<file path="src/rtl/assert_macros.svh">
// Assertion helpers shared by the RTL. Both expect clk and rst_n in scope.
`ifndef ASSERT_MACROS_SVH
`define ASSERT_MACROS_SVH
`ifndef SYNTH
`define GFD_ASSERT(lbl, prop, msg) \
  lbl: assert property (@(posedge clk) disable iff (!rst_n) prop) else $error(msg);
`define GFD_NEVER(lbl, expr, msg) \
  lbl: assert property (@(posedge clk) disable iff (!rst_n) !(expr)) else $error(msg);
`else
`define GFD_ASSERT(lbl, prop, msg)
`define GFD_NEVER(lbl, expr, msg)
`endif
`endif

</file>
<file path="src/rtl/gfd_pkg.sv">
package gfd_pkg;

  localparam int DIGITS_PER_FIELD = 3;
  localparam int NUM_FIELDS       = 4;
  localparam int NUM_LAMPS        = 4;
  localparam int FIELD_CHARS      = NUM_FIELDS * DIGITS_PER_FIELD;
  localparam int FRAME_LEN        = FIELD_CHARS + NUM_LAMPS + 1;
  localparam int POS_W            = $clog2(FRAME_LEN);
  localparam int DIG_W            = (DIGITS_PER_FIELD > 1) ? $clog2(DIGITS_PER_FIELD) : 1;
  localparam int FLD_W            = $clog2(NUM_FIELDS);
  localparam int LAMP_W           = $clog2(NUM_LAMPS);

  localparam int FIELD_MAX        = 10 ** DIGITS_PER_FIELD - 1;
  localparam int FIELD_W          = $clog2(FIELD_MAX + 1);

  // Timer clock over prescaler and toggle factor gives the reload numerator.
  localparam int CPU_HZ           = 16000000;
  localparam int TIMER_DIV        = 2 * 64;
  localparam int PERIOD_NUM       = CPU_HZ / TIMER_DIV;
  localparam int DIV_W            = $clog2(PERIOD_NUM + 1);
  localparam int REM_W            = FIELD_W + 1;
  localparam int STEP_W           = $clog2(DIV_W);

  localparam logic [7:0] CH_ZERO  = 8'h30;
  localparam logic [7:0] CH_NINE  = 8'h39;
  localparam logic [7:0] CH_SPACE = 8'h20;
  localparam logic [7:0] CH_TAB   = 8'h09;
  localparam logic [7:0] CH_CR    = 8'h0D;

  localparam logic [7:0] SEG_TABLE [0:7] = '{8'd68, 8'd100, 8'd160, 8'd213,
                                              8'd241, 8'd226, 8'd115, 8'd119};

  typedef struct packed {
    logic [7:0] ch;
    logic       frame_start;
  } in_item_t;

  typedef struct packed {
    logic [9:0]  rpm;
    logic [9:0]  speed;
    logic [15:0] rpm_period;
    logic [15:0] speed_period;
    logic [7:0]  temp_duty;
    logic [7:0]  fuel_duty;
    logic        handbrake_lamp;
    logic        right_signal;
    logic        left_signal;
    logic        abs_lamp;
    logic [7:0]  gear_segments;
    logic        gear_valid;
  } out_item_t;

  // Decoded frame as seen by the datapath when the gear character arrives.
  typedef struct packed {
    logic [FIELD_W-1:0]   rpm_v;
    logic [FIELD_W-1:0]   spd_v;
    logic [FIELD_W-1:0]   temp_v;
    logic [FIELD_W-1:0]   fuel_v;
    logic [NUM_LAMPS-1:0] lamps;
    logic [7:0]           gear_seg;
    logic                 gear_valid;
  } frame_t;

  typedef struct packed {
    logic load_snap;
    logic div_start;
    logic div_sel_spd;
    logic div_step;
    logic save_rpm;
    logic save_spd;
    logic out_set;
  } ctrl_cmd_t;

  function automatic logic [15:0] period_of(input logic [FIELD_W-1:0] v,
                                            input logic [DIV_W-1:0]   q);
    logic [DIV_W-1:0] qm1;
    qm1 = q - DIV_W'(1);
    if (v < FIELD_W'(2)) begin
      return 16'hFFFF;
    end
    return qm1[15:0];
  endfunction

endpackage

</file>
<file path="src/rtl/gauge_frame_decoder.sv">
// Channel   Ports                            Carries
// input     in_valid, in_stall, in_item      one frame character and start flag
// result    out_valid, out_stall, out_item   decoded gauge values, one per frame
//
// Characters are taken one per cycle unless in_stall is high. The gear character starts
// two divisions on one shared shift-subtract divider of 17 steps each, so input stalls
// while they run, and the result is registered when the speed division finishes.
// Reset is synchronous and clears position, field state and the result valid flag.
// A gear character stalls while the previous result has not been taken; other
// characters of the next frame flow in as usual.
`include "assert_macros.svh"

module gauge_frame_decoder import gfd_pkg::*; (
  input  logic      clk,
  input  logic      rst_n,
  input  logic      in_valid,
  output logic      in_stall,
  input  in_item_t  in_item,
  output logic      out_valid,
  input  logic      out_stall,
  output out_item_t out_item
);

  frame_t    frm;
  ctrl_cmd_t cmd;
  logic      busy;
  logic      at_gear;
  logic      gear_hit;
  logic      in_accept;

  assign in_stall  = busy || (out_valid && at_gear);
  assign in_accept = in_valid && !in_stall;

  gfd_parse u_parse (
    .clk      (clk),
    .rst_n    (rst_n),
    .accept   (in_accept),
    .item     (in_item),
    .frm      (frm),
    .at_gear  (at_gear),
    .gear_hit (gear_hit)
  );

  gfd_ctrl u_ctrl (
    .clk      (clk),
    .rst_n    (rst_n),
    .gear_hit (gear_hit),
    .cmd      (cmd),
    .busy     (busy)
  );

  gfd_dpath u_dpath (
    .clk       (clk),
    .rst_n     (rst_n),
    .cmd       (cmd),
    .frm       (frm),
    .out_stall (out_stall),
    .out_valid (out_valid),
    .out_item  (out_item)
  );

  // The result register must be free whenever a new frame completes.
  `GFD_NEVER(a_gear_slot_free, gear_hit && out_valid, "gear accepted while result pending")
  `GFD_ASSERT(a_result_after_div, $rose(out_valid) |-> $past(busy), "result without division")
  `GFD_ASSERT(a_div_after_gear, $rose(busy) |-> $past(gear_hit), "division without gear")

endmodule

</file>
<file path="src/rtl/gfd_parse.sv">
module gfd_parse import gfd_pkg::*; (
  input  logic     clk,
  input  logic     rst_n,
  input  logic     accept,
  input  in_item_t item,
  output frame_t   frm,
  output logic     at_gear,
  output logic     gear_hit
);

  logic [POS_W-1:0]     pos_r;
  logic [DIG_W-1:0]     dig_r;
  logic [FLD_W-1:0]     fld_r;
  logic                 ended_r;
  logic                 seen_r;
  logic [FIELD_W-1:0]   fields_r [NUM_FIELDS];
  logic [NUM_LAMPS-1:0] lamps_r;

  logic [POS_W-1:0]     pos;
  logic [DIG_W-1:0]     dig;
  logic [FLD_W-1:0]     fld;
  logic                 dig0;
  logic                 in_fields;
  logic                 in_lamps;
  logic                 is_digit;
  logic                 is_blank;
  logic [3:0]           dval;
  logic                 ended_eff;
  logic                 seen_eff;
  logic [FIELD_W-1:0]   base;
  logic [FIELD_W+3:0]   acc_x10;
  logic [FIELD_W-1:0]   field_new;
  logic                 ended_nxt;
  logic                 seen_nxt;
  logic [POS_W-1:0]     lamp_off;
  logic [LAMP_W-1:0]    lamp_idx;
  logic [3:0]           gear;
  logic [POS_W-1:0]     pos_nxt;
  logic [DIG_W-1:0]     dig_nxt;
  logic [FLD_W-1:0]     fld_nxt;

  // A frame start forces position zero whatever the counters hold.
  assign pos  = item.frame_start ? '0 : pos_r;
  assign dig  = item.frame_start ? '0 : dig_r;
  assign fld  = item.frame_start ? '0 : fld_r;
  assign dig0 = (dig == '0);

  assign in_fields = (pos < POS_W'(FIELD_CHARS));
  assign in_lamps  = !in_fields && (pos < POS_W'(FRAME_LEN - 1));
  assign at_gear   = (pos_r == POS_W'(FRAME_LEN - 1));
  assign gear_hit  = accept && !item.frame_start && at_gear;

  always_comb begin
    is_digit = item.ch inside {[CH_ZERO:CH_NINE]};
    is_blank = item.ch inside {CH_SPACE, [CH_TAB:CH_CR]};
    dval     = 4'(item.ch - CH_ZERO);

    ended_eff = dig0 ? 1'b0 : ended_r;
    seen_eff  = dig0 ? 1'b0 : seen_r;
    base      = dig0 ? '0 : fields_r[fld];
    acc_x10   = ({4'b0, base} << 3) + ({4'b0, base} << 1) + (FIELD_W + 4)'(dval);
    field_new = (!ended_eff && is_digit) ? acc_x10[FIELD_W-1:0] : base;
    // Blanks are skipped only until the first digit; anything else ends the field.
    ended_nxt = ended_eff || (!is_digit && !(is_blank && !seen_eff));
    seen_nxt  = seen_eff || (!ended_eff && is_digit);

    lamp_off = pos - POS_W'(FIELD_CHARS);
    lamp_idx = lamp_off[LAMP_W-1:0];

    gear = is_digit ? dval : 4'd0;
  end

  always_comb begin
    if (pos == POS_W'(FRAME_LEN - 1)) begin
      pos_nxt = '0;
      dig_nxt = '0;
      fld_nxt = '0;
    end else begin
      pos_nxt = pos + POS_W'(1);
      dig_nxt = dig;
      fld_nxt = fld;
      if (in_fields) begin
        if (dig == DIG_W'(DIGITS_PER_FIELD - 1)) begin
          dig_nxt = '0;
          fld_nxt = fld + FLD_W'(1);
        end else begin
          dig_nxt = dig + DIG_W'(1);
        end
      end
    end
  end

  // Each field restarts from zero at its first character, so only the lamps need
  // clearing at the start of a frame.
  always_ff @(posedge clk) begin
    if (!rst_n) begin
      pos_r   <= '0;
      dig_r   <= '0;
      fld_r   <= '0;
      ended_r <= 1'b0;
      seen_r  <= 1'b0;
      lamps_r <= '0;
      for (int i = 0; i < NUM_FIELDS; i++) begin
        fields_r[i] <= '0;
      end
    end else if (accept) begin
      pos_r <= pos_nxt;
      dig_r <= dig_nxt;
      fld_r <= fld_nxt;
      if (pos == '0) begin
        lamps_r <= '0;
      end
      if (in_fields) begin
        fields_r[fld] <= field_new;
        ended_r       <= ended_nxt;
        seen_r        <= seen_nxt;
      end
      if (in_lamps) begin
        lamps_r[lamp_idx] <= is_digit && item.ch[0];
      end
    end
  end

  always_comb begin
    frm.rpm_v      = fields_r[0];
    frm.spd_v      = fields_r[1];
    frm.temp_v     = fields_r[2];
    frm.fuel_v     = fields_r[3];
    frm.lamps      = lamps_r;
    frm.gear_valid = !gear[3];
    frm.gear_seg   = gear[3] ? 8'd0 : SEG_TABLE[gear[2:0]];
  end

endmodule

</file>
<file path="src/rtl/gfd_dpath.sv">
module gfd_dpath import gfd_pkg::*; (
  input  logic      clk,
  input  logic      rst_n,
  input  ctrl_cmd_t cmd,
  input  frame_t    frm,
  input  logic      out_stall,
  output logic      out_valid,
  output out_item_t out_item
);

  out_item_t          out_r;
  logic               out_valid_r;
  logic [FIELD_W-1:0] rpm_v_r;
  logic [FIELD_W-1:0] spd_v_r;
  logic [FIELD_W-1:0] dvs_r;
  logic [REM_W-1:0]   rem_r;
  logic [DIV_W-1:0]   quo_r;

  logic [REM_W-1:0]   rem_sh;
  logic               ge;
  logic [REM_W-1:0]   rem_nxt;
  logic [DIV_W-1:0]   quo_nxt;

  // Restoring shift-subtract: one quotient bit per step, numerator shifts in from the top.
  always_comb begin
    rem_sh  = {rem_r[REM_W-2:0], quo_r[DIV_W-1]};
    ge      = (rem_sh >= {1'b0, dvs_r});
    rem_nxt = ge ? (rem_sh - {1'b0, dvs_r}) : rem_sh;
    quo_nxt = {quo_r[DIV_W-2:0], ge};
  end

  always_ff @(posedge clk) begin
    if (cmd.div_start) begin
      rem_r <= '0;
      quo_r <= DIV_W'(PERIOD_NUM);
      dvs_r <= cmd.div_sel_spd ? spd_v_r : frm.rpm_v;
    end else if (cmd.div_step) begin
      rem_r <= rem_nxt;
      quo_r <= quo_nxt;
    end
  end

  always_ff @(posedge clk) begin
    if (cmd.load_snap) begin
      rpm_v_r              <= frm.rpm_v;
      spd_v_r              <= frm.spd_v;
      out_r.rpm            <= 10'(frm.rpm_v);
      out_r.speed          <= 10'(frm.spd_v);
      out_r.temp_duty      <= 8'(frm.temp_v);
      out_r.fuel_duty      <= 8'(frm.fuel_v);
      out_r.handbrake_lamp <= frm.lamps[0];
      out_r.right_signal   <= frm.lamps[1];
      out_r.left_signal    <= frm.lamps[2];
      out_r.abs_lamp       <= frm.lamps[3];
      out_r.gear_segments  <= frm.gear_seg;
      out_r.gear_valid     <= frm.gear_valid;
    end
    if (cmd.save_rpm) begin
      out_r.rpm_period <= period_of(rpm_v_r, quo_nxt);
    end
    if (cmd.save_spd) begin
      out_r.speed_period <= period_of(spd_v_r, quo_nxt);
    end
  end

  always_ff @(posedge clk) begin
    if (!rst_n) begin
      out_valid_r <= 1'b0;
    end else if (cmd.out_set) begin
      out_valid_r <= 1'b1;
    end else if (out_valid_r && !out_stall) begin
      out_valid_r <= 1'b0;
    end
  end

  assign out_valid = out_valid_r;
  assign out_item  = out_r;

endmodule

</file>
<file path="src/rtl/gfd_ctrl.sv">
module gfd_ctrl import gfd_pkg::*; (
  input  logic      clk,
  input  logic      rst_n,
  input  logic      gear_hit,
  output ctrl_cmd_t cmd,
  output logic      busy
);

  typedef enum logic [2:0] {
    ST_RECV    = 3'b001,
    ST_DIV_RPM = 3'b010,
    ST_DIV_SPD = 3'b100
  } state_t;

  state_t            state_r, state_nxt;
  logic [STEP_W-1:0] cnt_r, cnt_nxt;
  logic              last_step;

  assign last_step = (cnt_r == STEP_W'(DIV_W - 1));

  always_comb begin
    cmd       = '0;
    state_nxt = state_r;
    cnt_nxt   = cnt_r;
    case (state_r)
      ST_RECV: begin
        if (gear_hit) begin
          cmd.load_snap = 1'b1;
          cmd.div_start = 1'b1;
          cnt_nxt       = '0;
          state_nxt     = ST_DIV_RPM;
        end
      end
      ST_DIV_RPM: begin
        cmd.div_step = 1'b1;
        cnt_nxt      = cnt_r + STEP_W'(1);
        if (last_step) begin
          // Final rpm step also restarts the shared divider for speed.
          cmd.save_rpm    = 1'b1;
          cmd.div_start   = 1'b1;
          cmd.div_sel_spd = 1'b1;
          cnt_nxt         = '0;
          state_nxt       = ST_DIV_SPD;
        end
      end
      ST_DIV_SPD: begin
        cmd.div_step = 1'b1;
        cnt_nxt      = cnt_r + STEP_W'(1);
        if (last_step) begin
          cmd.save_spd = 1'b1;
          cmd.out_set  = 1'b1;
          cnt_nxt      = '0;
          state_nxt    = ST_RECV;
        end
      end
      default: begin
        state_nxt = ST_RECV;
        cnt_nxt   = '0;
      end
    endcase
  end

  always_ff @(posedge clk) begin
    if (!rst_n) begin
      state_r <= ST_RECV;
      cnt_r   <= '0;
    end else begin
      state_r <= state_nxt;
      cnt_r   <= cnt_nxt;
    end
  end

  assign busy = (state_r != ST_RECV);

endmodule

</file>
<file path="config.mk">
export PLATFORM = sky130hd
export DESIGN_NAME = gauge_frame_decoder
export DESIGN_NICKNAME = d
export VERILOG_FILES = /design/src/rtl/gfd_pkg.sv /design/src/rtl/gauge_frame_decoder.sv /design/src/rtl/gfd_parse.sv /design/src/rtl/gfd_dpath.sv /design/src/rtl/gfd_ctrl.sv
export VERILOG_INCLUDE_DIRS = /design/src /design/src/rtl
export SDC_FILE = /design/constraint.sdc
export NUM_CORES = 1
export LEC_CHECK = 0
export ABC_AREA = 0
export BUFFER_PORTS_ARGS = -buffer_cell sky130_fd_sc_hd__buf_2
export CORE_MARGIN = 10
export CORE_UTILIZATION = 35
export DETAILED_ROUTE_END_ITERATION = 8
export PLACE_DENSITY = 0.55
export REMOVE_ABC_BUFFERS = 1
export SYNTH_ARGS = -nofsm -noshare
export SYNTH_HDL_FRONTEND = slang
export SYNTH_HIERARCHICAL = 1
export SYNTH_SLANG_ARGS = --single-unit
</file>
<file path="constraint.sdc">
create_clock -name clk -period 7 [get_ports clk]
set_input_delay 0.35 -clock clk [delete_from_list [all_inputs] [get_ports clk]]
set_output_delay 0.35 -clock clk [all_outputs]
set_load 0.005 [all_outputs]
</file>
==> Yosys cells after proc, flatten, opt, wreduce, memory -nomap -nowiden <==
Memory sizes are Yosys's and may differ from the RTL's. A register that Yosys moved wholly into a read port is not among the register bits.
Index checks and enable logic that the tools add are counted.
Widths: inputs -> output; s select.
{ "word_totals": {"reg_bits": 108, "mem_bits_rw": 40, "mem_bits_ro": 64, "input_bits": 13, "output_inout_bits": 83, "wordCells": 147, "memories": 2} }
{ "memory_table": {"columns": ["memory", "depth", "width", "read_ports", "rd_clocked_by_memory_dff", "write_ports", "line_no", "source"], "rows": [
  ["(no name shown)", 8, 8, 1, 1, 0, "gfd_parse.sv:131", "frm.gear_seg = gear[3] ? 8'd0 : SEG_TABLE[gear[2:0]];"],
  ["u_parse.fields_r", 4, 10, 5, 3, 4, "gfd_parse.sv:16", "logic [FIELD_W-1:0] fields_r [NUM_FIELDS];"]
]} }
{ "classes": {"add_sub_neg": 10, "magnitude_cmp": 11, "eq_ne": 12, "muxes": 58, "bitwise_logic": 1, "reduce_logical": 33} }
{ "op_table": {"columns": ["op", "count"], "rows": [
  ["$mux 16", 4],
  ["$mux 10", 5],
  ["$mux 2", 12],
  ["$lt 10x2->1 const B", 2],
  ["$mux 1", 20],
  ["$mux 4", 5],
  ["$mux 5", 4],
  ["$sub 16x1->16 const B", 1],
  ["$eq 5x5->1 const B", 3],
  ["$logic_and 1x1->1", 13],
  ["$ge 11x10->1", 1],
  ["$add 10x10->10", 1],
  ["$add 10x4->10", 1],
  ["$add 5x1->5 const B", 2],
  ["$pmux 5 s2", 1],
  ["$reduce_or 10->1", 1],
  ["$sub 10x10->10", 1],
  ["$logic_not 1->1", 9],
  ["$mux 3", 3],
  ["$pmux 3 s3", 1],
  ["$eq 8x6->1 const B", 1],
  ["$ge 8x4->1 const B", 1],
  ["$ge 8x6->1 const B", 1],
  ["$le 8x4->1 const B", 1],
  ["26 further kinds", 31]
]} }

==> Longest topological paths before layout <==
Gate-level depths: netlist of run 1.
{ "logic_depth": {"depth_word": 10, "mapped_depth": 15, "depth_no_buf": 13} }

==> Cells and area by module <==
The synthesis of run 1 kept the hierarchy.
{ "modules_own_cells": {"columns": ["module", "instances", "cells_each", "area_per_inst_um2", "seq_area_each_um2"], "rows": [
  ["gfd_dpath", 1, 372, 4926.0, 3293.2],
  ["gfd_parse", 1, 385, 3618.5, 1501.4],
  ["gfd_ctrl", 1, 58, 504.2, 160.2],
  ["gauge_frame_decoder", 1, 3, 17.5, 0.0]
]} }

==> Least setup slack after synthesis of run 1 <==
Ideal clock, no wire load.
{ "synth_timing": {"kind": "reg2reg", "from": "reg u_parse.fld_r[0]", "to": "mem u_parse/fields_r[3][8] (netlist bit), data pin", "setup_ns": 0.271, "arrival_ns": 3.205, "required_time_ns": 6.729, "path_slack_ns": 3.524, "stages_incl_launch_ff": 14, "path_buffers": 3, "period_less_slack_ns": 3.476, "cell_sequence": "dfxtp_1 > buf_4 > buf_4 > buf_6 > mux2i_1 > a211oi_1 > fa_1 > fa_1 > a21o_1 > a21oi_1 > o21bai_1 > a21oi_1 > xor2_1 > o22ai_1"} }
{ "synth_lines": {"columns": ["item", "line_no", "source"], "rows": [
  ["start, declared", "gfd_parse.sv:13", "logic [FLD_W-1:0] fld_r;"],
  ["start signal, assigned", "gfd_parse.sv:109", "fld_r <= fld_nxt;"],
  ["end, declared", "gfd_parse.sv:16", null]
]} }

==> results of run 1 <==
logic make-up (layout without fill, tap and decap cells):
logic type	count (synthesis)	after routing	synth area share (%)
adders and majority gates	36	36	5.22
other	1	1	0.0414
xor gates and xnor gates	27	27	2.61
AOI/OAI and AO/OA	167	167	13.0
muxes	41	41	4.68
and+or+nand+nor	283	283	15.4
DFF	182	182	54.7
buffers and inverters	81	172	4.40
sequential cells by signal, summed over array words and instances, names as in the netlist, 2 cells and up:
register          cells
u_dpath/out_item     61
u_dpath/rpm_v_r      10
u_dpath/quo_r        17
u_parse/fld_r         2
u_dpath/dvs_r        10
u_dpath/rem_r        10
u_ctrl/state_r        3
u_parse/pos_r         5
u_parse/dig_r         2
u_parse/fields_r     40
u_ctrl/cnt_r          5
u_dpath/spd_v_r      10
u_parse/lamps_r       4
tightest hold or removal path: cells and delay by family:
kind	cells	cell delay, ns
compound gates	1	0.05
buf+inv	1	0.07
simple gates	1	0.09
metrics by stage:
stage,cells,instance area (um2)
2_1_floorplan,773,8800
3_3_place_gp,1207,9780
3_5_place_dp,1207,9780
4_1_cts,1239,10400
5_1_grt,1239,10400
6_report,1239,10400
final timing paths:
kind,cells past startpoint,from,slack [ns],endpoint
worst max register to register,13,u_parse/fld_r[0],2.67,u_parse/fields_r[3][8]
worst min-delay path,3,out_stall,0.18,u_dpath/out_valid
worst min register to register,0,u_parse/lamps_r[2],0.44,u_dpath/out_item[10]
worst max-delay path,13,u_parse/fld_r[0],2.67,u_parse/fields_r[3][8]
layer usage:
metal | GRT usage (%) | vias up | part of all wire (%) | wire (um)
li1 | - | 3130 | - | -
met1 | 16.9 | 3073 | 47 | 10100
met2 | 20.8 | 155 | 47 | 10100
met3 | 3.26 | 12 | 5.2 | 1110
met4 | 3.32 | 0 | 0.82 | 175
met5 | 0 | - | 0 | 0
power groups by stage:
stage | Clock [mW] | Sequential, mW | Combinational, mW
after floorplan | 0 | 1.20 | 0.0862
after global placement | 0 | 1.20 | 0.123
after detailed placement | 0 | 1.20 | 0.123
after CTS | 1.00 | 1.18 | 0.124
after global routing | 1.05 | 1.18 | 0.139
final | 0.977 | 1.18 | 0.124
cell usage in the layout (no fill, tap or decap), types with 4 or more instances in the layout:
cell / instances
nor4_1: 5
nor2_1: 87
nor3b_1: 5
xnor2_1: 15
edfxtp_1: 131
o22a_1: 7
ha_1: 33
a211oi_1: 11
mux2_2: 11
buf_4: 9
buf_2: 95
a22oi_1: 6
o21a_1: 4
and2_1: 5
o21ai_1: 7
a21o_1: 7
nor2b_1: 12
xor2_1: 12
o2111ai_1: 4
inv_8: 4
nand3b_1: 4
nand3_1: 10
mux2i_1: 30
o211ai_1: 10
a21oi_1: 39
or3_1: 7
clkbuf_16: 17
o21ai_0: 23
dfxtp_1: 51
nand2_1: 89
o22ai_1: 7
a21boi_0: 4
a311oi_1: 5
inv_1: 33
nand2b_1: 10
nor3_2: 4
nor3_1: 16
cell type report:
| class | count | area [um2] |
|---|---|---|
| Sequential cell | 182 | 4950 |
| Inverter | 36 | 135 |
| Timing Repair Buffer | 104 | 543 |
| Fill cell | 2432 | 14900 |
| Clock inverter | 15 | 184 |
| Tap cell | 330 | 413 |
| Multi-Input combinational cell | 555 | 3730 |
| Clock buffer | 17 | 425 |
==> metrics.md, run 1 <==
| Metric | Value |
|---|---|
| Run status | `finished clean` |
| Largest net degree at the start of global routing | `50` |
| HPWL after DPL | `about 15 mm` |
| Total of endpoints with negative setup slack in the final report | `0` |
| Data required time of the worst path | `between 7 and 8 ns` |
| Largest vdd supply drop | `~0.12 mV` |
| Standard cell with the maximum stage delay on the critical path | `dfxtp_1` |
| Pwr Total | `2.28 mW` |
| Worst hold margin | `around 0.18 ns` |
| PnR worst setup slack | `~2.7 ns` |
| Max Cap Violations | `0` |
| Signal arrival time at the worst endpoint | `approximately 4.5 ns` |
| Number of flops mapped to enable cells by yosys | `between 100 and 150` |
| Most used standard cell by instance count after synthesis | `edfxtp_1` |
| Number of buffer and inverter instances along the worst setup path | `1` |
| RD Place Congestion | `a little under 0.9` |
| Core utilization of the finished layout | `around two fifths` |
| Violation count after the first detailed-routing iteration | `between 400 and 500` |
| Die X | `between 150 and 200 um` |
| Minimum period implied by the final worst setup slack | `approximately 4.3 ns` |
| Static Leakage | `~3.9 nW` |
| Final global-route overflow total | `0` |
| Fraction of final layout cells with drive strength greater than 1 | `18.9%` |
| Cell class contributing the biggest share of worst-path delay | `compound AO/OA/AOI/OAI gates` |
| Ratio of final minimum period to clock period | `between 60% and 70%` |
| Mean number of vias per cell | `between 5 and 6` |
| Root Driver | `clkbuf_16` |
| Transition time of the tightest slew-check pin | `1.15 ns` |
| Clock network fraction of total power | `42.9%` |
| Number of DRC violations after detailed routing | `0` |
| Switching share of power | `between 20% and 30%` |
| Critical-path cell list | `buf_4 -> and2b_1 -> a22oi_1 -> o22a_1 -> nor2_1 -> fa_1 -> fa_1 -> a21o_1 -> a21oi_1 -> o21bai_1 -> a21oi_1 -> xor2_1 -> o22ai_1` |
| Power density normalized to cell area | `between 200 and 250 nW/um2` |
| Via count of the first global-routing pass | `approximately 6300` |
| CTS clock-pin slew for the worst setup and hold paths | `roughly 0.070 ns` |
| Post-synth ARST share | `0%` |
| Clock tree from TritonCTS | `yes` |
| Synth top area cells | `edfxtp_1, dfxtp_1, ha_1, nand2_1, nor2_1` |
| Worst max-slew margin expressed relative to the limit | `23.1%` |
| Count of antenna-violating nets left after detailed routing | `0` |
| Number of vias in the routed layout | `6370` |
| Crit-path max cell delay | `0.78 ns` |
| Pre-CTS worst setup slack | `2.69 ns` |
| Count of buffers added by post-CTS timing repair for setup | `0` |
| Accumulated negative setup slack | `0 ns` |
| Hold buffer count at CTS | `0` |
| First-pass DRT Iterations | `4` |
| CP Capture Type | `flip-flop` |
| Placeable Area | `25300 um2` |
| Share of power burned in combinational logic | `around 5.4%` |
| Internal power | `1.72 mW` |
| Fin nets | `roughly 950` |
| Number of sinks on the clock net | `between 150 and 200` |
| CP Launch Type | `flip-flop` |
| Synthesis Warnings | `6` |
| Final count of hold timing violations | `0` |
| Net switching power of the design | `553 uW` |
| Number of antenna violations at the first check in global routing | `0` |
| Yosys reg bits | `roughly 180` |
| Number of placement rows | `just under 60` |
| Boundary pin count | `96` |
| Global-route wire length before repair | `~35 mm` |
| H-tree level count | `4` |
| Number of CTS-inserted buffers | `17` |
| Mean cell area of the mapped netlist | `between 10 and 15 um2` |
| Min-Delay Path Class | `in2reg` |
| Final wirelength | `between 20 and 25 mm` |
| Final Max Slew Viols | `0` |
| Largest buffer count on any clock path | `2` |
| Unrepaired setup endpoints after global routing | `false` |
| Portion of synthesized cell area occupied by the leading cell type | `43.4%` |
| Sequential cell area fraction in the yosys report | `a little over half` |
| Number of I/O port buffers | `95` |
| Dominant register cell in the synthesized netlist | `edfxtp_1` |
| Signed area change from the synthesized netlist to the final layout | `14.6%` |
| Synthesized cell area | `around 9100 um2` |
| Clock latency on the worst-skew pair | `roughly 0.44 ns` |
| Overall die height | `181 um` |
| Yosys cell types | `82` |
| Cell type contributing the most total cell area after synthesis | `edfxtp_1` |
| Total GRT Usage | `about an eighth` |
| Share of power burned in registers | `roughly half` |
| Area of the die | `32700 um2` |
| Final setup skew | `between 0.015 and 0.02 ns` |
| Number of antenna repair diodes | `0` |
| Maximum clock frequency | `between 200 and 250 MHz` |
| Initial core utilization | `35.8%` |
| Ranking of synthesized cells by instance count | `edfxtp_1, nand2_1, nor2_1` |
| Average routed wire per standard cell | `between 15 and 20 um` |
| Peak fanout along the critical path | `17` |
| Total of cells resized after clock tree synthesis | `0` |
| Number of cells produced by synthesis | `a little over 800` |
| Class of the most critical setup path | `reg2reg` |
(Power assumes the default switching activity.)
==> run 2: changes to the inputs <==
- clock period: 7 -> 4 ns (I/O delays scaled with it)
==> metrics.md, run 2 (synthesized netlist as in run 1, its figures left out) <==
| Metric | Value |
|---|---|
| Fraction of final layout cells with drive strength greater than 1 | `between 20% and 30%` |
| Cell depth of the worst hold path | `3` |
| Placeable Area | `around 25000 um2` |
| Hold buffer count at CTS | `0` |
| CTS clock-pin slew for the worst setup and hold paths | `about 0.070 ns` |
| Largest net degree at the start of global routing | `31` |
| Switching share of power | `24.7%` |
| Count of antenna-violating nets left after detailed routing | `0` |
| Number of flip-flops in the largest register | `between 60 and 70` |
| Ratio of final minimum period to clock period | `92.8%` |
| Number of sinks on the clock net | `182` |
| Mean number of vias per cell | `5.12` |
| Worst hold margin | `roughly 0.033 ns` |
| Number of I/O port buffers | `95` |
| Root Driver | `clkbuf_16` |
| Area of the die | `between 30000 and 40000 um2` |
| Number of antenna repair diodes | `0` |
| Number of vias in the routed layout | `between 6000 and 7000` |
| Total GRT Usage | `about 14%` |
| Final setup skew | `around 0.016 ns` |
| Clock tree from TritonCTS | `yes` |
| Reg-to-reg endpoint | `u_parse/fields_r[3][8]` |
| Unrepaired setup endpoints after global routing | `false` |
| Global-route wire length before repair | `approximately 36 mm` |
| Violation count after the first detailed-routing iteration | `just under 500` |
| Final Max Slew Viols | `0` |
| Total of cells resized after clock tree synthesis | `0` |
| R2R Path Start | `u_parse/fld_r[0]` |
| Number of placement rows | `58` |
| Share of power burned in combinational logic | `between 5 and 6%` |
| Number of CTS-inserted buffers | `17` |
| Via count of the first global-routing pass | `~6400` |
| Sequential Area | `4950 um2` |
| Overall die height | `roughly 180 um` |
| Maximum clock frequency | `about 270 MHz` |
| Boundary pin count | `96` |
| Max Cap Violations | `0` |
| Peak fanout along the critical path | `8` |
| Total of endpoints with negative setup slack in the final report | `0` |
| Count of buffers added by post-CTS timing repair for setup | `0` |
| RD Place Congestion | `~0.85` |
| Fin nets | `960` |
| Static Leakage | `between 3 and 4 nW` |
| Number of cell instances on the worst register-to-register path | `13` |
| Worst Min Path Start | `out_stall` |
| Clock latency on the worst-skew pair | `0.44 ns` |
| H-tree level count | `4` |
| Clock network fraction of total power | `between 40% and 50%` |
| Largest vdd supply drop | `approximately 0.21 mV` |
| Internal power | `between 3 and 4 mW` |
| Die X | `around 180 um` |
| Number of antenna violations at the first check in global routing | `0` |
| Data required time of the worst path | `between 4 and 5 ns` |
| First-pass DRT Iterations | `5` |
| Class of the most critical setup path | `reg2reg` |
| Average routed wire per standard cell | `17.9 um` |
| Register-to-register path setup slack | `roughly 0.29 ns` |
| Signed area change from the synthesized netlist to the final layout | `16.2%` |
| Filler cell count | `approximately 2500` |
| Core utilization of the finished layout | `41.6%` |
| Share of power burned in registers | `between 50% and 60%` |
| CP Capture Type | `flip-flop` |
| Minimum period implied by the final worst setup slack | `around 3.7 ns` |
| Transition time of the tightest slew-check pin | `roughly 0.76 ns` |
| Net switching power of the design | `just under 1 mW` |
| Final global-route overflow total | `0` |
| Final wirelength | `22.5 mm` |
| Run status | `finished clean` |
| HPWL after DPL | `16.2 mm` |
| Worst hold endpoint | `u_dpath/out_valid` |
| Min-Delay Path Class | `in2reg` |
| Initial core utilization | `between 30% and 40%` |
| CP Launch Type | `flip-flop` |
| Area occupied by multi-input gates | `between 3000 and 4000 um2` |
| Power density normalized to cell area | `382 nW/um2` |
| Leading cell types in the layout, fill and taps excluded | `edfxtp_1, buf_2, nand2_1` |
| Largest buffer count on any clock path | `2` |
| Leading cell type in the layout, fill and taps excluded | `edfxtp_1` |
| Signal arrival time at the worst endpoint | `between 3 and 4 ns` |
| Final count of hold timing violations | `0` |
| Number of DRC violations after detailed routing | `0` |
| Worst max-slew margin expressed relative to the limit | `approximately half` |
==> run 2: final cells by class <==
type	count	share of cell area, %
flip-flops and latches	182	47.0
multi-input cells	555	35.5
repair buffers	119	6.46
clock buffers	17	4.04
well taps	330	3.92
clock inverters	15	1.75
inverters	36	1.28
==> run 2: layer usage <==
layer	up-vias	track usage (%)	part of all wire (%)	wire length, um
li1	3164	-	-	-
met1	3078	17.7	46	10400
met2	157	21.9	47	10700
met3	19	3.38	5.2	1170
met4	0	3.29	1.2	269
met5	-	0	0	0
==> run 2: critical path, stage by stage (launching register included) <==
cell and delay (ns):
dfxtp_1 0.49, and2b_1 0.27, a22oi_1 0.12, o22a_1 0.23, nor2_1 0.19, ha_1 0.27, ha_1 0.26, fa_1 0.42
a21o_1 0.19, a21oi_1 0.22, o21bai_1 0.09, a21oi_1 0.17, xor2_1 0.37, o22ai_1 0.14
==> run 2: power groups by stage <==
stage | Sequential [mW] | Clock, mW | Combinational (mW)
CTS | 2.06 | 1.78 | 0.229
finish | 2.06 | 1.73 | 0.229
floorplan | 2.09 | 0 | 0.151
global route | 2.06 | 1.85 | 0.254
global placement | 2.10 | 0 | 0.224
detailed placement | 2.10 | 0 | 0.227
==> run 2: worst max path at each step <==
stage	from	end	slack, ns	cells after the start
3_5_place_dp	in_item[0]	u_parse/fields_r[3][9]	0.31	13
2_1_floorplan	u_ctrl/state_r[1]	u_dpath/rem_r[0]	-0.29	6
6_report	u_parse/fld_r[0]	u_parse/fields_r[3][8]	0.29	13
3_3_place_gp	in_item[0]	u_parse/fields_r[3][8]	0.38	12
5_1_grt	u_parse/fld_r[0]	u_parse/fields_r[3][8]	0.04	12
4_1_cts	u_parse/fld_r[0]	u_parse/fields_r[3][9]	0.33	12
==> run 2: through the flow <==
step / setup slack [ns] / std cells / power, mW / cell area [um2] / setup TNS [ns]
4_1_cts: 0.331 / 1254 / 4.07 / 10500 / 0
2_1_floorplan: -0.286 / 773 / 2.24 / 8800 / -0.790
3_5_place_dp: 0.315 / 1222 / 2.33 / 9920 / 0
6_report: 0.288 / 1254 / 4.02 / 10500 / 0
3_3_place_gp: 0.378 / 1222 / 2.33 / 9920 / 0
5_1_grt: 0.0417 / 1254 / 4.17 / 10500 / 0
==> run 3: changes to the inputs <==
- ABC_AREA: 0 -> 1
==> metrics.md, run 3 <==
| Metric | Value |
|---|---|
| Worst hold margin | `0.0157 ns` |
| Root Driver | `clkbuf_16` |
| Number of sinks on the clock net | `between 150 and 200` |
| Die X | `roughly 180 um` |
| Final count of hold timing violations | `0` |
| Number of flip-flops in the largest register | `slightly above 60` |
| Cell type contributing the most total cell area after synthesis | `edfxtp_1` |
| Leading cell types in the layout, fill and taps excluded | `nand2_1, edfxtp_1, inv_1` |
| Max Cap Violations | `0` |
| Static Leakage | `approximately 4.5 nW` |
| Global-route wire length before repair | `35.9 mm` |
| Average routed wire per standard cell | `approximately 15 um` |
| CP Launch Type | `flip-flop` |
| Dominant register cell in the synthesized netlist | `edfxtp_1` |
| Final setup skew | `about 0.012 ns` |
| Count of antenna-violating nets left after detailed routing | `0` |
| Class of the most critical setup path | `reg2reg` |
| H-tree level count | `4` |
| Data required time of the worst path | `approximately 4.2 ns` |
| Placeable Area | `about 26000 um2` |
| Total of cells resized after clock tree synthesis | `0` |
| Largest net degree at the start of global routing | `43` |
| Number of cells in the design after placement | `roughly 1400` |
| Number of I/O port buffers | `95` |
| Filler-free cell count of the finished design | `roughly 1400` |
| Unrepaired setup endpoints after global routing | `false` |
| Met1 Resource Use GR | `between 15 and 20%` |
| Final global-route overflow total | `0` |
| Synthesized cell area | `~9000 um2` |
| Transition time of the tightest slew-check pin | `~0.99 ns` |
| Maximum clock frequency | `approximately 290 MHz` |
| Number of flops mapped to enable cells by yosys | `between 100 and 150` |
| Mean number of vias per cell | `4.78` |
| Accumulated negative setup slack | `0 ns` |
| Core utilization of the finished layout | `roughly 40%` |
| Synthesis Warnings | `6` |
| Area of the die | `between 30000 and 40000 um2` |
| Pwr Total | `approximately 3.8 mW` |
| Portion of synthesized cell area occupied by the leading cell type | `approximately 43%` |
| Ranking of synthesized cells by instance count | `nand2_1, edfxtp_1, inv_1` |
| Post-synth ARST share | `0%` |
| Clock tree from TritonCTS | `yes` |
| Fin nets | `approximately 1100` |
| Number of antenna repair diodes | `0` |
| Global Route met3 Usage | `roughly 3.2%` |
| Initial core utilization | `~35%` |
| Signal arrival time at the worst endpoint | `3.65 ns` |
| Overall die height | `182 um` |
| Number of vias in the routed layout | `between 6000 and 7000` |
| RD Place Congestion | `about 0.85` |
| Run status | `finished clean` |
| Number of DRC violations after detailed routing | `0` |
| Largest vdd supply drop | `between 0.2 and 0.25 mV` |
| Ratio of final minimum period to clock period | `between 80% and 90%` |
| Power density normalized to cell area | `~360 nW/um2` |
| Yosys cell types | `54` |
| Signed area change from the synthesized netlist to the final layout | `14.9%` |
| Number of CTS-inserted buffers | `17` |
| CP Capture Type | `flip-flop` |
| Total GRT Usage | `13.3%` |
| Number of antenna violations at the first check in global routing | `0` |
| HPWL after DPL | `16.4 mm` |
| Hold buffer count at CTS | `0` |
| Minimum period implied by the final worst setup slack | `3.48 ns` |
| Largest buffer count on any clock path | `2` |
| PnR worst setup slack | `a little over 0.5 ns` |
| Pre-CTS worst setup slack | `roughly 0.48 ns` |
| Leading cell type in the layout, fill and taps excluded | `nand2_1` |
| Yosys reg bits | `roughly 180` |
| Violation count after the first detailed-routing iteration | `about 430` |
| Post-route cell area | `approximately 11000 um2` |
| Dpl cell area | `9990 um2` |
| Mean cell area of the mapped netlist | `between 9 and 10 um2` |
| Final wirelength | `approximately 22 mm` |
| Number of placement rows | `59` |
| CTS clock-pin slew for the worst setup and hold paths | `0.07 ns` |
| Total of endpoints with negative setup slack in the final report | `0` |
| Sequential cell area fraction in the yosys report | `between 50 and 60%` |
| Peak fanout along the critical path | `16` |
| Most used standard cell by instance count after synthesis | `nand2_1` |
| Boundary pin count | `96` |
| Worst max-slew margin expressed relative to the limit | `approximately a third` |
| Clock latency on the worst-skew pair | `between 0.4 and 0.5 ns` |
| Met2 Use GR | `a little under a quarter` |
| Min-Delay Path Class | `in2reg` |
| First-pass DRT Iterations | `5` |
| Grt peak-use layer | `met2` |
| Synth top area cells | `edfxtp_1, dfxtp_1, nand2_1, inv_1, ha_1` |
| Count of buffers added by post-CTS timing repair for setup | `0` |
| Via count of the first global-routing pass | `6733` |
| Number of cells produced by synthesis | `slightly below 1000` |
| Final Max Slew Viols | `0` |
| Fraction of final layout cells with drive strength greater than 1 | `about a fifth` |
==> run 3: changes by cell type after synthesis, sizes merged, moves of 20 or more <==
cell / before / now
a21oi: 41 / 61
inv: 35 / 141
nand3: 10 / 78
o21ai: 32 / 55
nand2: 89 / 213
mux2i: 30 / 0
==> run 3: final timing paths <==
check	startpoint	to	slack, ns	cells past startpoint
min reg2reg	u_parse/lamps_r[1]	u_dpath/out_item[11]	0.43	0
min	out_stall	u_dpath/out_valid	0.02	3
max	u_parse/fld_r[0]	u_parse/fields_r[2][8]	0.52	17
max reg2reg	u_parse/fld_r[0]	u_parse/fields_r[2][8]	0.52	17
==> run 3: cell families after synthesis <==
| group | after synthesis | synth area share (%) |
|---|---|---|
| other | 1 | 0.0408 |
| AND/OR/NAND/NOR | 430 | 21.8 |
| flip-flops | 182 | 53.9 |
| buffers and inverters | 171 | 7.75 |
| AO/OA/AOI/OAI | 138 | 8.84 |
| adder cells (fa/ha/maj) | 36 | 5.14 |
| XOR/XNOR | 15 | 1.43 |
| multiplexers | 9 | 1.10 |
==> run 3: cell type report <==
type                       instances  area (um2)
tap                              335         419
fill                            2613       15400
sequential                       182        4950
inverter                         144         546
clock buffer                      18         450
timing repair buffer             103         536
multi-input combinational        629        3530
clock inverter                    14         126
==> run 3: routing by layer <==
layer / routed length (um) / share of wire, %
met2: 10700 / 49
met4: 204 / 0.92
met5: 0 / 0
met3: 959 / 4.3
met1: 10200 / 46
==> run 3: critical path, cell delays in order, from the launching register on <==
cell and delay (ns):
dfxtp_1 0.45, inv_2 0.10, nor2_4 0.29, nand2_1 0.10, nand3_1 0.09, nand2_1 0.05, nor2_1 0.23, fa_1 0.51
fa_1 0.48, nand3_1 0.10, nand3_1 0.10, a21o_1 0.18, a21oi_1 0.15, nand2_1 0.07, nand3_1 0.08, nand2_1 0.05
nand2_1 0.13, nor2_1 0.05
==> run 3: where the power goes <==
group          internal [mW]  switching (mW)
clock network          0.862           0.786
logic                 0.0379          0.0835
registers               2.03          0.0178
